[config.mk]
export PLATFORM = sky130hd
export DESIGN_NAME = resistive_touch_sample_filter_flat
export DESIGN_NICKNAME = d
export VERILOG_FILES = /design/src/rtl/rtsf_pkg.sv /design/src/rtl/rtsf_in_if.sv /design/src/rtl/rtsf_out_if.sv /design/src/rtl/rtsf_cfg_if.sv /design/src/rtl/rtsf_front.sv /design/src/rtl/rtsf_axis_map.sv /design/src/rtl/resistive_touch_sample_filter.sv /design/src/flat_wrapper.sv
export SDC_FILE = /design/constraint.sdc
export NUM_CORES = 2
export LEC_CHECK = 0
export ABC_AREA = 0
export ABC_CLOCK_PERIOD_IN_PS = 74900
export BUFFER_PORTS_ARGS = -buffer_cell sky130_fd_sc_hd__buf_2
export CAP_MARGIN = 0
export CORE_ASPECT_RATIO = 1.2
export CORE_MARGIN = 4
export CORE_UTILIZATION = 40
export DETAILED_ROUTE_END_ITERATION = 10
export GPL_TIMING_DRIVEN = 0
export SLEW_MARGIN = 10
export SYNTH_ARGS = -nofsm -noshare
export SYNTH_HDL_FRONTEND = slang
export SYNTH_SLANG_ARGS = --single-unit
[constraint.sdc]
create_clock -name clk -period 74.9 [get_ports clk]
set_input_delay 7.49 -clock clk [delete_from_list [all_inputs] [get_ports clk]]
set_output_delay 7.49 -clock clk [all_outputs]
set_load 0.02 [all_outputs]
[src/rtl/rtsf_pkg.sv]
`timescale 1ns / 1ps

package rtsf_pkg;

  localparam int SCREEN_COLS = 320;
  localparam int SCREEN_ROWS = 240;

  localparam int RAW_W   = 12;
  localparam int PRESS_W = 13;
  localparam int SX_W    = 9;
  localparam int SY_W    = 8;
  localparam int TOP_W   = 12;
  localparam int PROD_W  = RAW_W + TOP_W;
  localparam int DIV_STEPS = TOP_W;
  localparam int AXIS_LAT  = DIV_STEPS + 3;

  localparam int CFG_IDX_W  = 3;
  localparam int CFG_DATA_W = PRESS_W;

  localparam logic [TOP_W-1:0] COL_TOP = TOP_W'(SCREEN_COLS - 1);
  localparam logic [TOP_W-1:0] ROW_TOP = TOP_W'(SCREEN_ROWS - 1);

  localparam logic [PRESS_W-1:0] PRESS_OFFSET = PRESS_W'(4095);

  localparam logic [CFG_IDX_W-1:0] REG_PRESSURE_THRESHOLD = 3'd0;
  localparam logic [CFG_IDX_W-1:0] REG_X_CAL_LOW          = 3'd1;
  localparam logic [CFG_IDX_W-1:0] REG_X_CAL_HIGH         = 3'd2;
  localparam logic [CFG_IDX_W-1:0] REG_Y_CAL_LOW          = 3'd3;
  localparam logic [CFG_IDX_W-1:0] REG_Y_CAL_HIGH         = 3'd4;
  localparam logic [CFG_IDX_W-1:0] REG_MIRROR_X           = 3'd5;
  localparam logic [CFG_IDX_W-1:0] REG_MIRROR_Y           = 3'd6;

  localparam logic [PRESS_W-1:0] RST_PRESSURE_THRESHOLD = PRESS_W'(400);
  localparam logic [RAW_W-1:0]   RST_X_CAL_LOW          = RAW_W'(200);
  localparam logic [RAW_W-1:0]   RST_X_CAL_HIGH         = RAW_W'(3700);
  localparam logic [RAW_W-1:0]   RST_Y_CAL_LOW          = RAW_W'(240);
  localparam logic [RAW_W-1:0]   RST_Y_CAL_HIGH         = RAW_W'(3800);

  typedef struct packed {
    logic [PRESS_W-1:0] pressure_threshold;
    logic [RAW_W-1:0]   x_cal_low;
    logic [RAW_W-1:0]   x_cal_high;
    logic [RAW_W-1:0]   y_cal_low;
    logic [RAW_W-1:0]   y_cal_high;
    logic               mirror_x;
    logic               mirror_y;
  } cfg_t;

  typedef struct packed {
    logic             pen_down;
    logic [RAW_W-1:0] z1_reading;
    logic [RAW_W-1:0] z2_reading;
    logic [RAW_W-1:0] x_first;
    logic [RAW_W-1:0] x_second;
    logic [RAW_W-1:0] x_third;
    logic [RAW_W-1:0] y_first;
    logic [RAW_W-1:0] y_second;
    logic [RAW_W-1:0] y_third;
  } sample_t;

  typedef struct packed {
    logic               valid;
    logic               touched;
    logic [PRESS_W-1:0] pressure;
    logic [RAW_W-1:0]   filtered_x;
    logic [RAW_W-1:0]   filtered_y;
  } meta_t;

endpackage

[src/rtl/rtsf_in_if.sv]
`timescale 1ns / 1ps

interface rtsf_in_if;
  logic                       valid;
  logic                       ready;
  logic                       pen_down;
  logic [rtsf_pkg::RAW_W-1:0] z1_reading;
  logic [rtsf_pkg::RAW_W-1:0] z2_reading;
  logic [rtsf_pkg::RAW_W-1:0] x_first;
  logic [rtsf_pkg::RAW_W-1:0] x_second;
  logic [rtsf_pkg::RAW_W-1:0] x_third;
  logic [rtsf_pkg::RAW_W-1:0] y_first;
  logic [rtsf_pkg::RAW_W-1:0] y_second;
  logic [rtsf_pkg::RAW_W-1:0] y_third;

  modport source (
    output valid, pen_down, z1_reading, z2_reading,
           x_first, x_second, x_third, y_first, y_second, y_third,
    input  ready
  );

  modport sink (
    input  valid, pen_down, z1_reading, z2_reading,
           x_first, x_second, x_third, y_first, y_second, y_third,
    output ready
  );
endinterface

[src/rtl/rtsf_out_if.sv]
`timescale 1ns / 1ps

interface rtsf_out_if;
  logic                         valid;
  logic                         ready;
  logic                         touched;
  logic [rtsf_pkg::SX_W-1:0]    screen_x;
  logic [rtsf_pkg::SY_W-1:0]    screen_y;
  logic [rtsf_pkg::RAW_W-1:0]   filtered_x;
  logic [rtsf_pkg::RAW_W-1:0]   filtered_y;
  logic [rtsf_pkg::PRESS_W-1:0] pressure;

  modport source (
    output valid, touched, screen_x, screen_y, filtered_x, filtered_y, pressure,
    input  ready
  );

  modport sink (
    input  valid, touched, screen_x, screen_y, filtered_x, filtered_y, pressure,
    output ready
  );
endinterface

[src/rtl/rtsf_cfg_if.sv]
`timescale 1ns / 1ps

interface rtsf_cfg_if;
  logic                            valid;
  logic                            ready;
  logic [rtsf_pkg::CFG_IDX_W-1:0]  index;
  logic [rtsf_pkg::CFG_DATA_W-1:0] data;

  modport source (output valid, index, data, input ready);
  modport sink   (input valid, index, data, output ready);
endinterface

[src/rtl/rtsf_front.sv]
`timescale 1ns / 1ps

module rtsf_front (
  input  logic                             clk,
  input  logic                             rst,
  input  logic                             en,
  input  logic                             in_valid,
  input  rtsf_pkg::sample_t                sample,
  input  logic [rtsf_pkg::PRESS_W-1:0]     threshold,
  output rtsf_pkg::meta_t                  meta
);

  logic              s1_valid;
  rtsf_pkg::sample_t s1;
  rtsf_pkg::meta_t   meta_next;
  logic [rtsf_pkg::PRESS_W-1:0] press;
  logic              touched;

  function automatic logic [rtsf_pkg::RAW_W-1:0] pair_mean(
    input logic [rtsf_pkg::RAW_W-1:0] p,
    input logic [rtsf_pkg::RAW_W-1:0] q,
    input logic [rtsf_pkg::RAW_W-1:0] r
  );
    logic [rtsf_pkg::RAW_W-1:0] dpq;
    logic [rtsf_pkg::RAW_W-1:0] dpr;
    logic [rtsf_pkg::RAW_W-1:0] dqr;
    logic [rtsf_pkg::RAW_W:0]   sum;
    dpq = (p >= q) ? p - q : q - p;
    dpr = (p >= r) ? p - r : r - p;
    dqr = (q >= r) ? q - r : r - q;
    if (dpq <= dpr && dpq <= dqr) begin
      sum = {1'b0, p} + {1'b0, q};
    end else if (dpr <= dpq && dpr <= dqr) begin
      sum = {1'b0, p} + {1'b0, r};
    end else begin
      sum = {1'b0, q} + {1'b0, r};
    end
    return sum[rtsf_pkg::RAW_W:1];
  endfunction

  // input capture
  always_ff @(posedge clk) begin
    if (rst) begin
      s1_valid <= 1'b0;
    end else if (en) begin
      s1_valid <= in_valid;
    end
  end

  always_ff @(posedge clk) begin
    if (en) begin
      s1 <= sample;
    end
  end

  assign press = {1'b0, s1.z1_reading} + rtsf_pkg::PRESS_OFFSET - {1'b0, s1.z2_reading};
  assign touched = s1.pen_down && (press >= threshold);

  always_comb begin
    meta_next.valid      = s1_valid;
    meta_next.touched    = touched;
    meta_next.pressure   = touched ? press : '0;
    meta_next.filtered_x = touched ? pair_mean(s1.x_first, s1.x_second, s1.x_third) : '0;
    meta_next.filtered_y = touched ? pair_mean(s1.y_first, s1.y_second, s1.y_third) : '0;
  end

  always_ff @(posedge clk) begin
    if (rst) begin
      meta <= '0;
    end else if (en) begin
      meta <= meta_next;
    end
  end

endmodule

[src/rtl/rtsf_axis_map.sv]
`timescale 1ns / 1ps

module rtsf_axis_map (
  input  logic                           clk,
  input  logic                           en,
  input  logic [rtsf_pkg::RAW_W-1:0]     raw,
  input  logic [rtsf_pkg::RAW_W-1:0]     cal_low,
  input  logic [rtsf_pkg::RAW_W-1:0]     cal_high,
  input  logic [rtsf_pkg::TOP_W-1:0]     top,
  input  logic                           mirror,
  output logic [rtsf_pkg::TOP_W-1:0]     mapped
);

  typedef struct packed {
    logic [rtsf_pkg::RAW_W-1:0]     rem;
    logic [rtsf_pkg::TOP_W-1:0]     low;
    logic [rtsf_pkg::DIV_STEPS-1:0] quo;
    logic [rtsf_pkg::RAW_W-1:0]     span;
    logic                           ovf;
    logic                           neg;
    logic                           zero;
  } div_t;

  function automatic div_t div_step(input div_t d);
    div_t                     n;
    logic [rtsf_pkg::RAW_W:0] t;
    logic                     ge;
    n  = d;
    t  = {d.rem, d.low[rtsf_pkg::TOP_W-1]};
    ge = t >= {1'b0, d.span};
    n.rem = ge ? rtsf_pkg::RAW_W'(t - {1'b0, d.span}) : t[rtsf_pkg::RAW_W-1:0];
    n.low = {d.low[rtsf_pkg::TOP_W-2:0], 1'b0};
    n.quo = {d.quo[rtsf_pkg::DIV_STEPS-2:0], ge};
    return n;
  endfunction

  logic [rtsf_pkg::RAW_W:0]    diff;
  logic [rtsf_pkg::RAW_W:0]    span;
  logic [rtsf_pkg::RAW_W-1:0]  a1_diff_mag;
  logic                        a1_diff_neg;
  logic [rtsf_pkg::RAW_W-1:0]  a1_span_mag;
  logic                        a1_span_neg;
  logic [rtsf_pkg::PROD_W-1:0] a2_num;
  logic [rtsf_pkg::RAW_W-1:0]  a2_span;
  logic                        a2_neg;
  logic                        a2_zero;
  div_t                        dv0;
  div_t                        dv [1:rtsf_pkg::DIV_STEPS];
  div_t                        dl;
  logic [rtsf_pkg::TOP_W-1:0]  val;

  // signed offset and span, split into magnitude and sign
  assign diff = {1'b0, raw} - {1'b0, cal_low};
  assign span = {1'b0, cal_high} - {1'b0, cal_low};

  always_ff @(posedge clk) begin
    if (en) begin
      a1_diff_neg <= diff[rtsf_pkg::RAW_W];
      a1_diff_mag <= diff[rtsf_pkg::RAW_W] ? rtsf_pkg::RAW_W'(-diff) : diff[rtsf_pkg::RAW_W-1:0];
      a1_span_neg <= span[rtsf_pkg::RAW_W];
      a1_span_mag <= span[rtsf_pkg::RAW_W] ? rtsf_pkg::RAW_W'(-span) : span[rtsf_pkg::RAW_W-1:0];
    end
  end

  always_ff @(posedge clk) begin
    if (en) begin
      a2_num  <= {{rtsf_pkg::TOP_W{1'b0}}, a1_diff_mag} * {{rtsf_pkg::RAW_W{1'b0}}, top};
      a2_span <= a1_span_mag;
      a2_neg  <= a1_diff_neg ^ a1_span_neg;
      a2_zero <= (a1_span_mag == '0);
    end
  end

  // quotient of at most DIV_STEPS bits, larger ones saturate
  always_comb begin
    dv0.rem  = a2_num[rtsf_pkg::PROD_W-1:rtsf_pkg::TOP_W];
    dv0.low  = a2_num[rtsf_pkg::TOP_W-1:0];
    dv0.quo  = '0;
    dv0.span = a2_span;
    dv0.ovf  = a2_num[rtsf_pkg::PROD_W-1:rtsf_pkg::TOP_W] >= a2_span;
    dv0.neg  = a2_neg;
    dv0.zero = a2_zero;
  end

  always_ff @(posedge clk) begin
    if (en) begin
      dv[1] <= div_step(dv0);
      for (int k = 2; k <= rtsf_pkg::DIV_STEPS; k++) begin
        dv[k] <= div_step(dv[k-1]);
      end
    end
  end

  assign dl = dv[rtsf_pkg::DIV_STEPS];

  // clamp to the screen
  always_comb begin
    if (dl.zero || dl.neg) begin
      val = '0;
    end else if (dl.ovf || dl.quo > top) begin
      val = top;
    end else begin
      val = dl.quo;
    end
  end

  always_ff @(posedge clk) begin
    if (en) begin
      mapped <= mirror ? top - val : val;
    end
  end

endmodule

[src/rtl/resistive_touch_sample_filter.sv]
`timescale 1ns / 1ps

// Resistive touch sample filter. Each accepted item is one complete sample set
// and yields exactly one result: pressure is z1 + 4095 - z2, a touch needs the
// pen down and pressure at or above the threshold, each axis averages the
// closest pair of its three readings and maps that onto the screen through the
// calibration range, with clamping and optional mirroring. A new item can be
// accepted in every cycle while the result is not held; each item passes in
// turn through the input capture stage, the pressure and averaging stage, the
// offset and multiply stages, the 12-stage one-bit-per-cycle divider and the
// clamp stage. A stalled result holds the whole pipeline. Configuration writes
// are taken in every cycle and must only be issued while no item is in flight.
module resistive_touch_sample_filter (
  input logic         clk,
  input logic         rst,
  rtsf_in_if.sink     sample,
  rtsf_out_if.source  result,
  rtsf_cfg_if.sink    cfg
);

  rtsf_pkg::cfg_t    regs;
  rtsf_pkg::sample_t sample_in;
  rtsf_pkg::meta_t   front_meta;
  rtsf_pkg::meta_t   md [0:rtsf_pkg::AXIS_LAT-1];
  rtsf_pkg::meta_t   md_out;
  logic              en;
  logic [rtsf_pkg::TOP_W-1:0] x_map;
  logic [rtsf_pkg::TOP_W-1:0] y_map;

  // configuration registers
  assign cfg.ready = 1'b1;

  always_ff @(posedge clk) begin
    if (rst) begin
      regs.pressure_threshold <= rtsf_pkg::RST_PRESSURE_THRESHOLD;
      regs.x_cal_low          <= rtsf_pkg::RST_X_CAL_LOW;
      regs.x_cal_high         <= rtsf_pkg::RST_X_CAL_HIGH;
      regs.y_cal_low          <= rtsf_pkg::RST_Y_CAL_LOW;
      regs.y_cal_high         <= rtsf_pkg::RST_Y_CAL_HIGH;
      regs.mirror_x           <= 1'b0;
      regs.mirror_y           <= 1'b0;
    end else if (cfg.valid) begin
      unique case (cfg.index)
        rtsf_pkg::REG_PRESSURE_THRESHOLD: regs.pressure_threshold <= cfg.data;
        rtsf_pkg::REG_X_CAL_LOW:  regs.x_cal_low  <= cfg.data[rtsf_pkg::RAW_W-1:0];
        rtsf_pkg::REG_X_CAL_HIGH: regs.x_cal_high <= cfg.data[rtsf_pkg::RAW_W-1:0];
        rtsf_pkg::REG_Y_CAL_LOW:  regs.y_cal_low  <= cfg.data[rtsf_pkg::RAW_W-1:0];
        rtsf_pkg::REG_Y_CAL_HIGH: regs.y_cal_high <= cfg.data[rtsf_pkg::RAW_W-1:0];
        rtsf_pkg::REG_MIRROR_X:   regs.mirror_x   <= cfg.data[0];
        rtsf_pkg::REG_MIRROR_Y:   regs.mirror_y   <= cfg.data[0];
        default: ;
      endcase
    end
  end

  // pipeline advances unless the output item is held
  assign md_out       = md[rtsf_pkg::AXIS_LAT-1];
  assign en           = !md_out.valid || result.ready;
  assign sample.ready = en;

  always_comb begin
    sample_in.pen_down   = sample.pen_down;
    sample_in.z1_reading = sample.z1_reading;
    sample_in.z2_reading = sample.z2_reading;
    sample_in.x_first    = sample.x_first;
    sample_in.x_second   = sample.x_second;
    sample_in.x_third    = sample.x_third;
    sample_in.y_first    = sample.y_first;
    sample_in.y_second   = sample.y_second;
    sample_in.y_third    = sample.y_third;
  end

  rtsf_front u_front (
    .clk       (clk),
    .rst       (rst),
    .en        (en),
    .in_valid  (sample.valid),
    .sample    (sample_in),
    .threshold (regs.pressure_threshold),
    .meta      (front_meta)
  );

  rtsf_axis_map u_map_x (
    .clk      (clk),
    .en       (en),
    .raw      (front_meta.filtered_x),
    .cal_low  (regs.x_cal_low),
    .cal_high (regs.x_cal_high),
    .top      (rtsf_pkg::COL_TOP),
    .mirror   (regs.mirror_x),
    .mapped   (x_map)
  );

  rtsf_axis_map u_map_y (
    .clk      (clk),
    .en       (en),
    .raw      (front_meta.filtered_y),
    .cal_low  (regs.y_cal_low),
    .cal_high (regs.y_cal_high),
    .top      (rtsf_pkg::ROW_TOP),
    .mirror   (regs.mirror_y),
    .mapped   (y_map)
  );

  // item fields travel alongside the mapping pipeline
  always_ff @(posedge clk) begin
    if (rst) begin
      for (int i = 0; i < rtsf_pkg::AXIS_LAT; i++) begin
        md[i] <= '0;
      end
    end else if (en) begin
      md[0] <= front_meta;
      for (int i = 1; i < rtsf_pkg::AXIS_LAT; i++) begin
        md[i] <= md[i-1];
      end
    end
  end

  assign result.valid      = md_out.valid;
  assign result.touched    = md_out.touched;
  assign result.pressure   = md_out.pressure;
  assign result.filtered_x = md_out.filtered_x;
  assign result.filtered_y = md_out.filtered_y;
  assign result.screen_x   = md_out.touched ? x_map[rtsf_pkg::SX_W-1:0] : '0;
  assign result.screen_y   = md_out.touched ? y_map[rtsf_pkg::SY_W-1:0] : '0;

endmodule

[src/flat_wrapper.sv]
// flat-port wrapper written by rule: the top's interface ports become plain ports
module resistive_touch_sample_filter_flat 
  (clk, rst, sample_valid, sample_pen_down, sample_z1_reading, sample_z2_reading, sample_x_first, sample_x_second, sample_x_third, sample_y_first, sample_y_second, sample_y_third, sample_ready, result_valid, result_touched, result_screen_x, result_screen_y, result_filtered_x, result_filtered_y, result_pressure, result_ready, cfg_valid, cfg_index, cfg_data, cfg_ready);
  rtsf_in_if sample_i ();
  rtsf_out_if result_i ();
  rtsf_cfg_if cfg_i ();
  input logic clk;
  input logic rst;
  input wire logic [$bits(sample_i.valid)-1:0] sample_valid;
  input wire logic [$bits(sample_i.pen_down)-1:0] sample_pen_down;
  input wire logic [$bits(sample_i.z1_reading)-1:0] sample_z1_reading;
  input wire logic [$bits(sample_i.z2_reading)-1:0] sample_z2_reading;
  input wire logic [$bits(sample_i.x_first)-1:0] sample_x_first;
  input wire logic [$bits(sample_i.x_second)-1:0] sample_x_second;
  input wire logic [$bits(sample_i.x_third)-1:0] sample_x_third;
  input wire logic [$bits(sample_i.y_first)-1:0] sample_y_first;
  input wire logic [$bits(sample_i.y_second)-1:0] sample_y_second;
  input wire logic [$bits(sample_i.y_third)-1:0] sample_y_third;
  output wire logic [$bits(sample_i.ready)-1:0] sample_ready;
  output wire logic [$bits(result_i.valid)-1:0] result_valid;
  output wire logic [$bits(result_i.touched)-1:0] result_touched;
  output wire logic [$bits(result_i.screen_x)-1:0] result_screen_x;
  output wire logic [$bits(result_i.screen_y)-1:0] result_screen_y;
  output wire logic [$bits(result_i.filtered_x)-1:0] result_filtered_x;
  output wire logic [$bits(result_i.filtered_y)-1:0] result_filtered_y;
  output wire logic [$bits(result_i.pressure)-1:0] result_pressure;
  input wire logic [$bits(result_i.ready)-1:0] result_ready;
  input wire logic [$bits(cfg_i.valid)-1:0] cfg_valid;
  input wire logic [$bits(cfg_i.index)-1:0] cfg_index;
  input wire logic [$bits(cfg_i.data)-1:0] cfg_data;
  output wire logic [$bits(cfg_i.ready)-1:0] cfg_ready;
  assign sample_i.valid = sample_valid;
  assign sample_i.pen_down = sample_pen_down;
  assign sample_i.z1_reading = sample_z1_reading;
  assign sample_i.z2_reading = sample_z2_reading;
  assign sample_i.x_first = sample_x_first;
  assign sample_i.x_second = sample_x_second;
  assign sample_i.x_third = sample_x_third;
  assign sample_i.y_first = sample_y_first;
  assign sample_i.y_second = sample_y_second;
  assign sample_i.y_third = sample_y_third;
  assign sample_ready = sample_i.ready;
  assign result_valid = result_i.valid;
  assign result_touched = result_i.touched;
  assign result_screen_x = result_i.screen_x;
  assign result_screen_y = result_i.screen_y;
  assign result_filtered_x = result_i.filtered_x;
  assign result_filtered_y = result_i.filtered_y;
  assign result_pressure = result_i.pressure;
  assign result_i.ready = result_ready;
  assign cfg_i.valid = cfg_valid;
  assign cfg_i.index = cfg_index;
  assign cfg_i.data = cfg_data;
  assign cfg_ready = cfg_i.ready;
  resistive_touch_sample_filter u_core (.clk(clk), .rst(rst), .sample(sample_i), .result(result_i), .cfg(cfg_i));
endmodule
== Word-level counts from Yosys, hierarchy flattened ==
Memories as Yosys holds them, arrays and structs flattened.
Index checks and enable logic that the tools add are counted.

* Memories: 3
* Memory bits (writable): 1785
* Register bits: 338
* Output and inout port bits: 58

{| class="wikitable"
|+ Memory list
! name !! words !! bits a word !! read ports !! clocked after memory_dff !! write ports !! line !! text
|-
| u_core.u_map_x.dv || 12 || 50 || 12 || 0 || 12 || rtsf_axis_map.sv:48 || <nowiki>div_t dv [1:rtsf_pkg::DIV_STEPS];</nowiki>
|-
| u_core.u_map_y.dv || 12 || 50 || 12 || 0 || 12 || rtsf_axis_map.sv:48 ||
|-
| u_core.md || 15 || 39 || 15 || 0 || 15 || resistive_touch_sample_filter.sv:24 || <nowiki>rtsf_pkg::meta_t md [0:rtsf_pkg::AXIS_LAT-1];</nowiki>
|}

* $mul: 2
* Magnitude comparators: 43
* Add/sub/neg operators: 54
* Bitwise logic cells: 17
* Multiplexer cells: 70
* Reductions and logical operators: 21
* Eq/ne operators: 6

{| class="wikitable"
|+ Operator list
! operator !! number
|-
| 39-bit two-way mux || 15
|-
| 12-bit two-way mux || 36
|-
| 12-bit subtractor || 34
|-
| 13-bit by 12-bit >= comparator with 1-bit output || 22
|-
| 12-bit <= comparator || 8
|-
| 12-bit by 12-bit adder with 13-bit output || 6
|-
| 12-bit >= comparator || 6
|-
| 13-bit two-way mux || 5
|-
| 12-bit by 12-bit subtractor with 13-bit output || 4
|-
| 12-bit negation || 4
|-
| 9-bit two-way mux || 4
|-
| 8-bit two-way mux || 4
|-
| 9-bit by 12-bit >= comparator with 1-bit output || 2
|-
| 12-bit logical NOT || 2
|-
| 12-bit by 9-bit multiplier with 21-bit output (second input constant) || 1
|-
| 12-bit by 8-bit multiplier with 20-bit output (second input constant) || 1
|-
| 1-bit OR || 15
|-
| 2-bit AND reduction || 7
|-
| 12-bit by 12-bit adder with 13-bit output (second input constant) || 1
|-
| 13-bit >= comparator || 1
|-
| 13-bit by 12-bit subtractor with 13-bit output || 1
|-
| 10-bit by 12-bit >= comparator with 1-bit output || 1
|-
| 8-bit by 12-bit >= comparator with 1-bit output || 1
|-
| 12-bit by 8-bit greater-than comparator with 1-bit output (second input constant) || 1
|-
| other kinds (14) || 31
|}

== Depth between registers and ports, before layout ==
* Word-level depth: 7
* Mapped depth: 38

== Hierarchy ==
A second synthesis with hierarchy kept.

* Cells, all modules: 8581
* Area, all modules: 102987.5 um^2

{| class="wikitable"
|+ Modules (own cells, without submodules)
! module !! area an instance (um^2) !! cells an instance !! instances !! sequential area each (um^2)
|-
| rtsf_axis_map at u_core.u_map_y || 31699.2 || 2726 || 1 || 15615.0
|-
| rtsf_axis_map at u_core.u_map_x || 30925.9 || 2557 || 1 || 15615.0
|-
| resistive_touch_sample_filter || 25170.4 || 1583 || 1 || 18828.1
|-
| rtsf_front || 15192.1 || 1715 || 1 || 3713.6
|}

== Least setup slack after synthesis ==
No wires, ideal clock.

* Path type: input -> register
* From: in result_ready
* To: mem u_core.md[0][0] in the netlist's numbering (enable)
* Cell stages on the path: 4
* Arrival time: 48.385 ns
* Path slack: 26.005 ns
* Data required time: 74.389 ns
* Cells stage by stage: nor2b_1 inv_1 nor2_1 inv_1

{| class="wikitable"
|+ RTL lines
! what !! line !! text
|-
| start: declaration || flat_wrapper.sv:27 || <nowiki>input wire logic [$bits(result_i.ready)-1:0] result_ready;</nowiki>
|-
| end: declaration || resistive_touch_sample_filter.sv:24 ||
|}

== Worst setup path in the final report ==
* From: in result_ready
* To: out sample_ready

* Longest elaborated chain between the ends: 1

{| class="wikitable"
|+ RTL lines
! what !! line !! text
|-
| 1-bit logical OR || resistive_touch_sample_filter.sv:58 || <nowiki>assign en = !md_out.valid || result.ready;</nowiki>
|-
| end: declaration || flat_wrapper.sv:19 || <nowiki>output wire logic [$bits(sample_i.ready)-1:0] sample_ready;</nowiki>
|}

Every way passes these cells.

==> impl_metrics.env <==
export IMPL_post_route_period_util_pct=22.3
export IMPL_critPathSlowestCell="nor2b_1"
export IMPL_async_flop_share_pct=0
export IMPL_peakVddDrop_v=0.0000961
export IMPL_cts_hold_buf=0
export IMPL_r2r_start="u_core.u_front.s1[60]$_DFFE_PP_"
export IMPL_initial_core_util_pct=40.2
export IMPL_die_x_um=445
export IMPL_min_to="u_core.u_map_x.dv[0][151]$_DFFE_PP_"
export IMPL_area_growth_pct=12.1
export IMPL_critical_path_class="primary input to output port"
export IMPL_p_leak_nw=44.7
export IMPL_synth_seq_cells=1811
export IMPL_relSlewSlack_pct=22.4
export IMPL_min_path_type="flip-flop to flip-flop"
export IMPL_drtAntennaViolNets=0
export IMPL_antenna_found_initial=12
export IMPL_timing_rr_end="u_core.u_front.meta[23]$_SDFFE_PP0P_"
export IMPL_slew_viol_final=0
export IMPL_slowest_delay_ps=520
export IMPL_num_vias=53600
export IMPL_crit_path_start_kind="primary input"
export IMPL_seqPwrFrac_pct=34.2
export IMPL_setup_viol=0
export IMPL_io_buffers=174
export IMPL_clockBufferDepth=3
export IMPL_total_power_mw=4.62
export IMPL_syn_avg_cell_area_um2=12.3
export IMPL_rows=192
export IMPL_dr_pass1_iters=7
export IMPL_dp_final_hpwl_mm=132
export IMPL_p_sw_mw=1.69
export IMPL_synthFlopType="edfxtp_1"
export IMPL_die_area_um2=237000
export IMPL_crit_buf_inv=4
export IMPL_cp_common_cell="buf_2"
export IMPL_crit_path_max_fanout=99
export IMPL_drc=0
export IMPL_yosysWarnings=0
export IMPL_postSynthCellCount=7440
export IMPL_die_height_um=533
export IMPL_p_sw_share_pct=36.5
export IMPL_syn_num_nets=8414
export IMPL_p_clk_share_pct=19.5
export IMPL_crit_chain="buf_2 > nor2b_1 > inv_8 > buf_16 > buf_2"
export IMPL_worst_pin_slew_ps=1160
export IMPL_ys_seq_area_share_pct=58.1
export IMPL_io_pin_count=176
export IMPL_numCtsBuffers=186
export IMPL_routed_wirelength_mm=173
export IMPL_cts_clk_slew_worst_paths_ps=60
export IMPL_synth_area_top_cells="edfxtp_1 56%, ha_1 9.9%, inv_1 3.4%"
export IMPL_synth_top_area_cell="edfxtp_1"
export IMPL_path_depth=5
export IMPL_pwr_share_comb_pct=46.3
export IMPL_intPower_mw=2.94
export IMPL_required_ps=67410
export IMPL_grt_pass1_wl_mm=278
export IMPL_synth_top_area_share_pct=55.9
export IMPL_arrival_ps=9220
export IMPL_critPathTopFamily="buffers and inverters"
export IMPL_max_cap_violations=0
export IMPL_cts_root_buf="clkbuf_16"
export IMPL_hold_viol=0
export IMPL_p_per_area_nw_per_um2=45.0
export IMPL_hp_start="u_core.u_map_x.dv[0][101]$_DFFE_PP_"
export IMPL_grt_max_degree=136
export IMPL_first_global_vias=54900
export IMPL_synth_edf_count=1708
export IMPL_place_congestion=0.927
export IMPL_synth_cell_type_count=75
export IMPL_cts_max_level=4
export IMPL_grt_util_all_layers_pct=14.5
export IMPL_fin_setup_tns_ps=0
export IMPL_fin_crit_ps=16710
export IMPL_wl_per_cell_um=15.8
export IMPL_overflow=0
export IMPL_synth_area_um2=91800
export IMPL_post_cts_buffers=0
export IMPL_drt_iter0_drc=2477
export IMPL_via_per_inst=4.88
export IMPL_postCtsResizedCells=0
export IMPL_fmax_mhz=59.9
export IMPL_reg2regPathDepth=36
export IMPL_coreArea_um2=228000
export IMPL_drive_above_1_share_pct=7.18
export IMPL_fin_nets=8790
export IMPL_cts_tree="done"
export IMPL_reg2reg_slack_ps=65820
export IMPL_cts_sinks=1811
export IMPL_endpoint_kind="output port"
export IMPL_hold_depth=0
export IMPL_clk_latency_ps=820
export IMPL_finalClockSkew_ps=30.1
export IMPL_rsz0062_at_grt="no"
export IMPL_outcome="finished clean"
[sequential cells by signal (all words and copies together) (netlist names), 20 cells and up]
signal,count
u_core.md,585
u_core.u_map_x.dv,444
u_core.u_map_y.dv,444
u_core.u_front.s1,97
u_core.regs,63
u_core.u_front.meta,39
u_core.u_map_x.a2_num,21
u_core.u_map_y.a2_num,20
[metal layers]
metal / vias up / wire [µm] / global-route usage (%)
li1: 27100 / - / -
met1: 25200 / 70700 / 16.5
met2: 929 / 87800 / 26.1
met3: 391 / 6880 / 2.53
met4: 10 / 7910 / 6.97
met5: - / 72 / 0
[cells in the mapped netlist (7+ instances only)]
master and instances:
a211o_1 13, a211oi_1 27, a21boi_0 60, a21o_1 153
a21oi_1 316, a221oi_1 12, a22o_1 18, a31oi_1 13
and2_1 413, and3_1 24, buf_2 24, clkbuf_1 155
dfxtp_1 103, edfxtp_1 1708, fa_1 130, ha_1 726
inv_1 833, mux2_2 69, mux2i_1 74, nand2_1 524
nand2b_1 55, nand3_1 36, nand3b_1 19, nand4_1 90
nor2_1 299, nor2b_1 297, nor3_1 96, nor4_1 21
o211ai_1 10, o21a_1 86, o21ai_0 399, o21ai_1 7
o21bai_1 47, o221ai_1 7, o22ai_1 11, o31a_1 23
o31ai_1 84, o41ai_1 12, or2_2 10, or3_1 24
xnor2_1 230, xor2_1 107
[worst max path at each step]
stage	from	endpoint	slack (ps)
floorplan	result_ready	u_core.md[0][0]$_SDFFCE_PN0P_	26000
global placement	result_ready	u_core.md[7][9]$_SDFFCE_PP0P_	6650
detailed placement	result_ready	sample_ready	58210
CTS	result_ready	sample_ready	58210
global route	result_ready	sample_ready	58070
finish	result_ready	sample_ready	58190
[through the flow]
stage | instance area (µm²) | std cells | setup slack (ps) | utilization [%] | hold slack [ps]
finish | 103000 | 11000 | 58190 | 45.1 | 399
global route | 103000 | 11000 | 58070 | 45.1 | 407
CTS | 103000 | 11000 | 58210 | 45.1 | 398
detailed placement | 96800 | 10600 | 58210 | 42.4 | 405
global placement | 96400 | 10600 | 6650 | 42.2 | 400
floorplan | 91800 | 7440 | 26000 | - | 400
[cell families after synthesis]
logic type	Yosys count	synth area share [%]
buffers and inverters	1020	4.23
other	1	0.00409
xor gates and xnor gates	337	3.22
and+or+nand+nor	1918	10.7
adders and majority gates	856	12.7
DFF	1811	58.1
AOI/OAI and AO/OA	1354	9.33
muxes	143	1.65
[power by group through the flow]
stage	Combinational (mW)	Clock [mW]	Sequential (mW)
6_report	2.14	0.903	1.58
5_1_grt	2.46	0.980	1.60
4_1_cts	2.17	0.935	1.58
3_5_place_dp	2.15	0	1.60
3_3_place_gp	2.11	0	1.60
2_1_floorplan	1.71	0	1.55
[cell usage in the layout (no fill, tap or decap), types with 189 or more instances in the layout]
| master | synthesis | routed |
|---|---|---|
| ha_1 | 726 | 726 |
| and2_1 | 413 | 413 |
| nand2_1 | 524 | 524 |
| edfxtp_1 | 1708 | 1708 |
| nor2b_1 | 297 | 297 |
| a21oi_1 | 316 | 316 |
| clkbuf_1 | 155 | 189 |
| clkbuf_16 | 0 | 191 |
| inv_1 | 833 | 831 |
| buf_2 | 24 | 198 |
| o21ai_0 | 399 | 399 |
| nor2_1 | 299 | 299 |
| xnor2_1 | 230 | 230 |
[cell type report]
| cell class | instances | area (µm²) |
|---|---|---|
| Antenna cell | 8 | 20.0 |
| Buffer | 186 | 752 |
| Clock buffer | 229 | 4950 |
| Clock inverter | 109 | 1110 |
| Fill cell | 20600 | 125000 |
| Inverter | 834 | 3150 |
| Multi-Input combinational cell | 4609 | 34500 |
| Sequential cell | 1811 | 53400 |
| Tap cell | 3007 | 3760 |
| Timing Repair Buffer | 188 | 1240 |
Power figures use the tool's default switching activity.
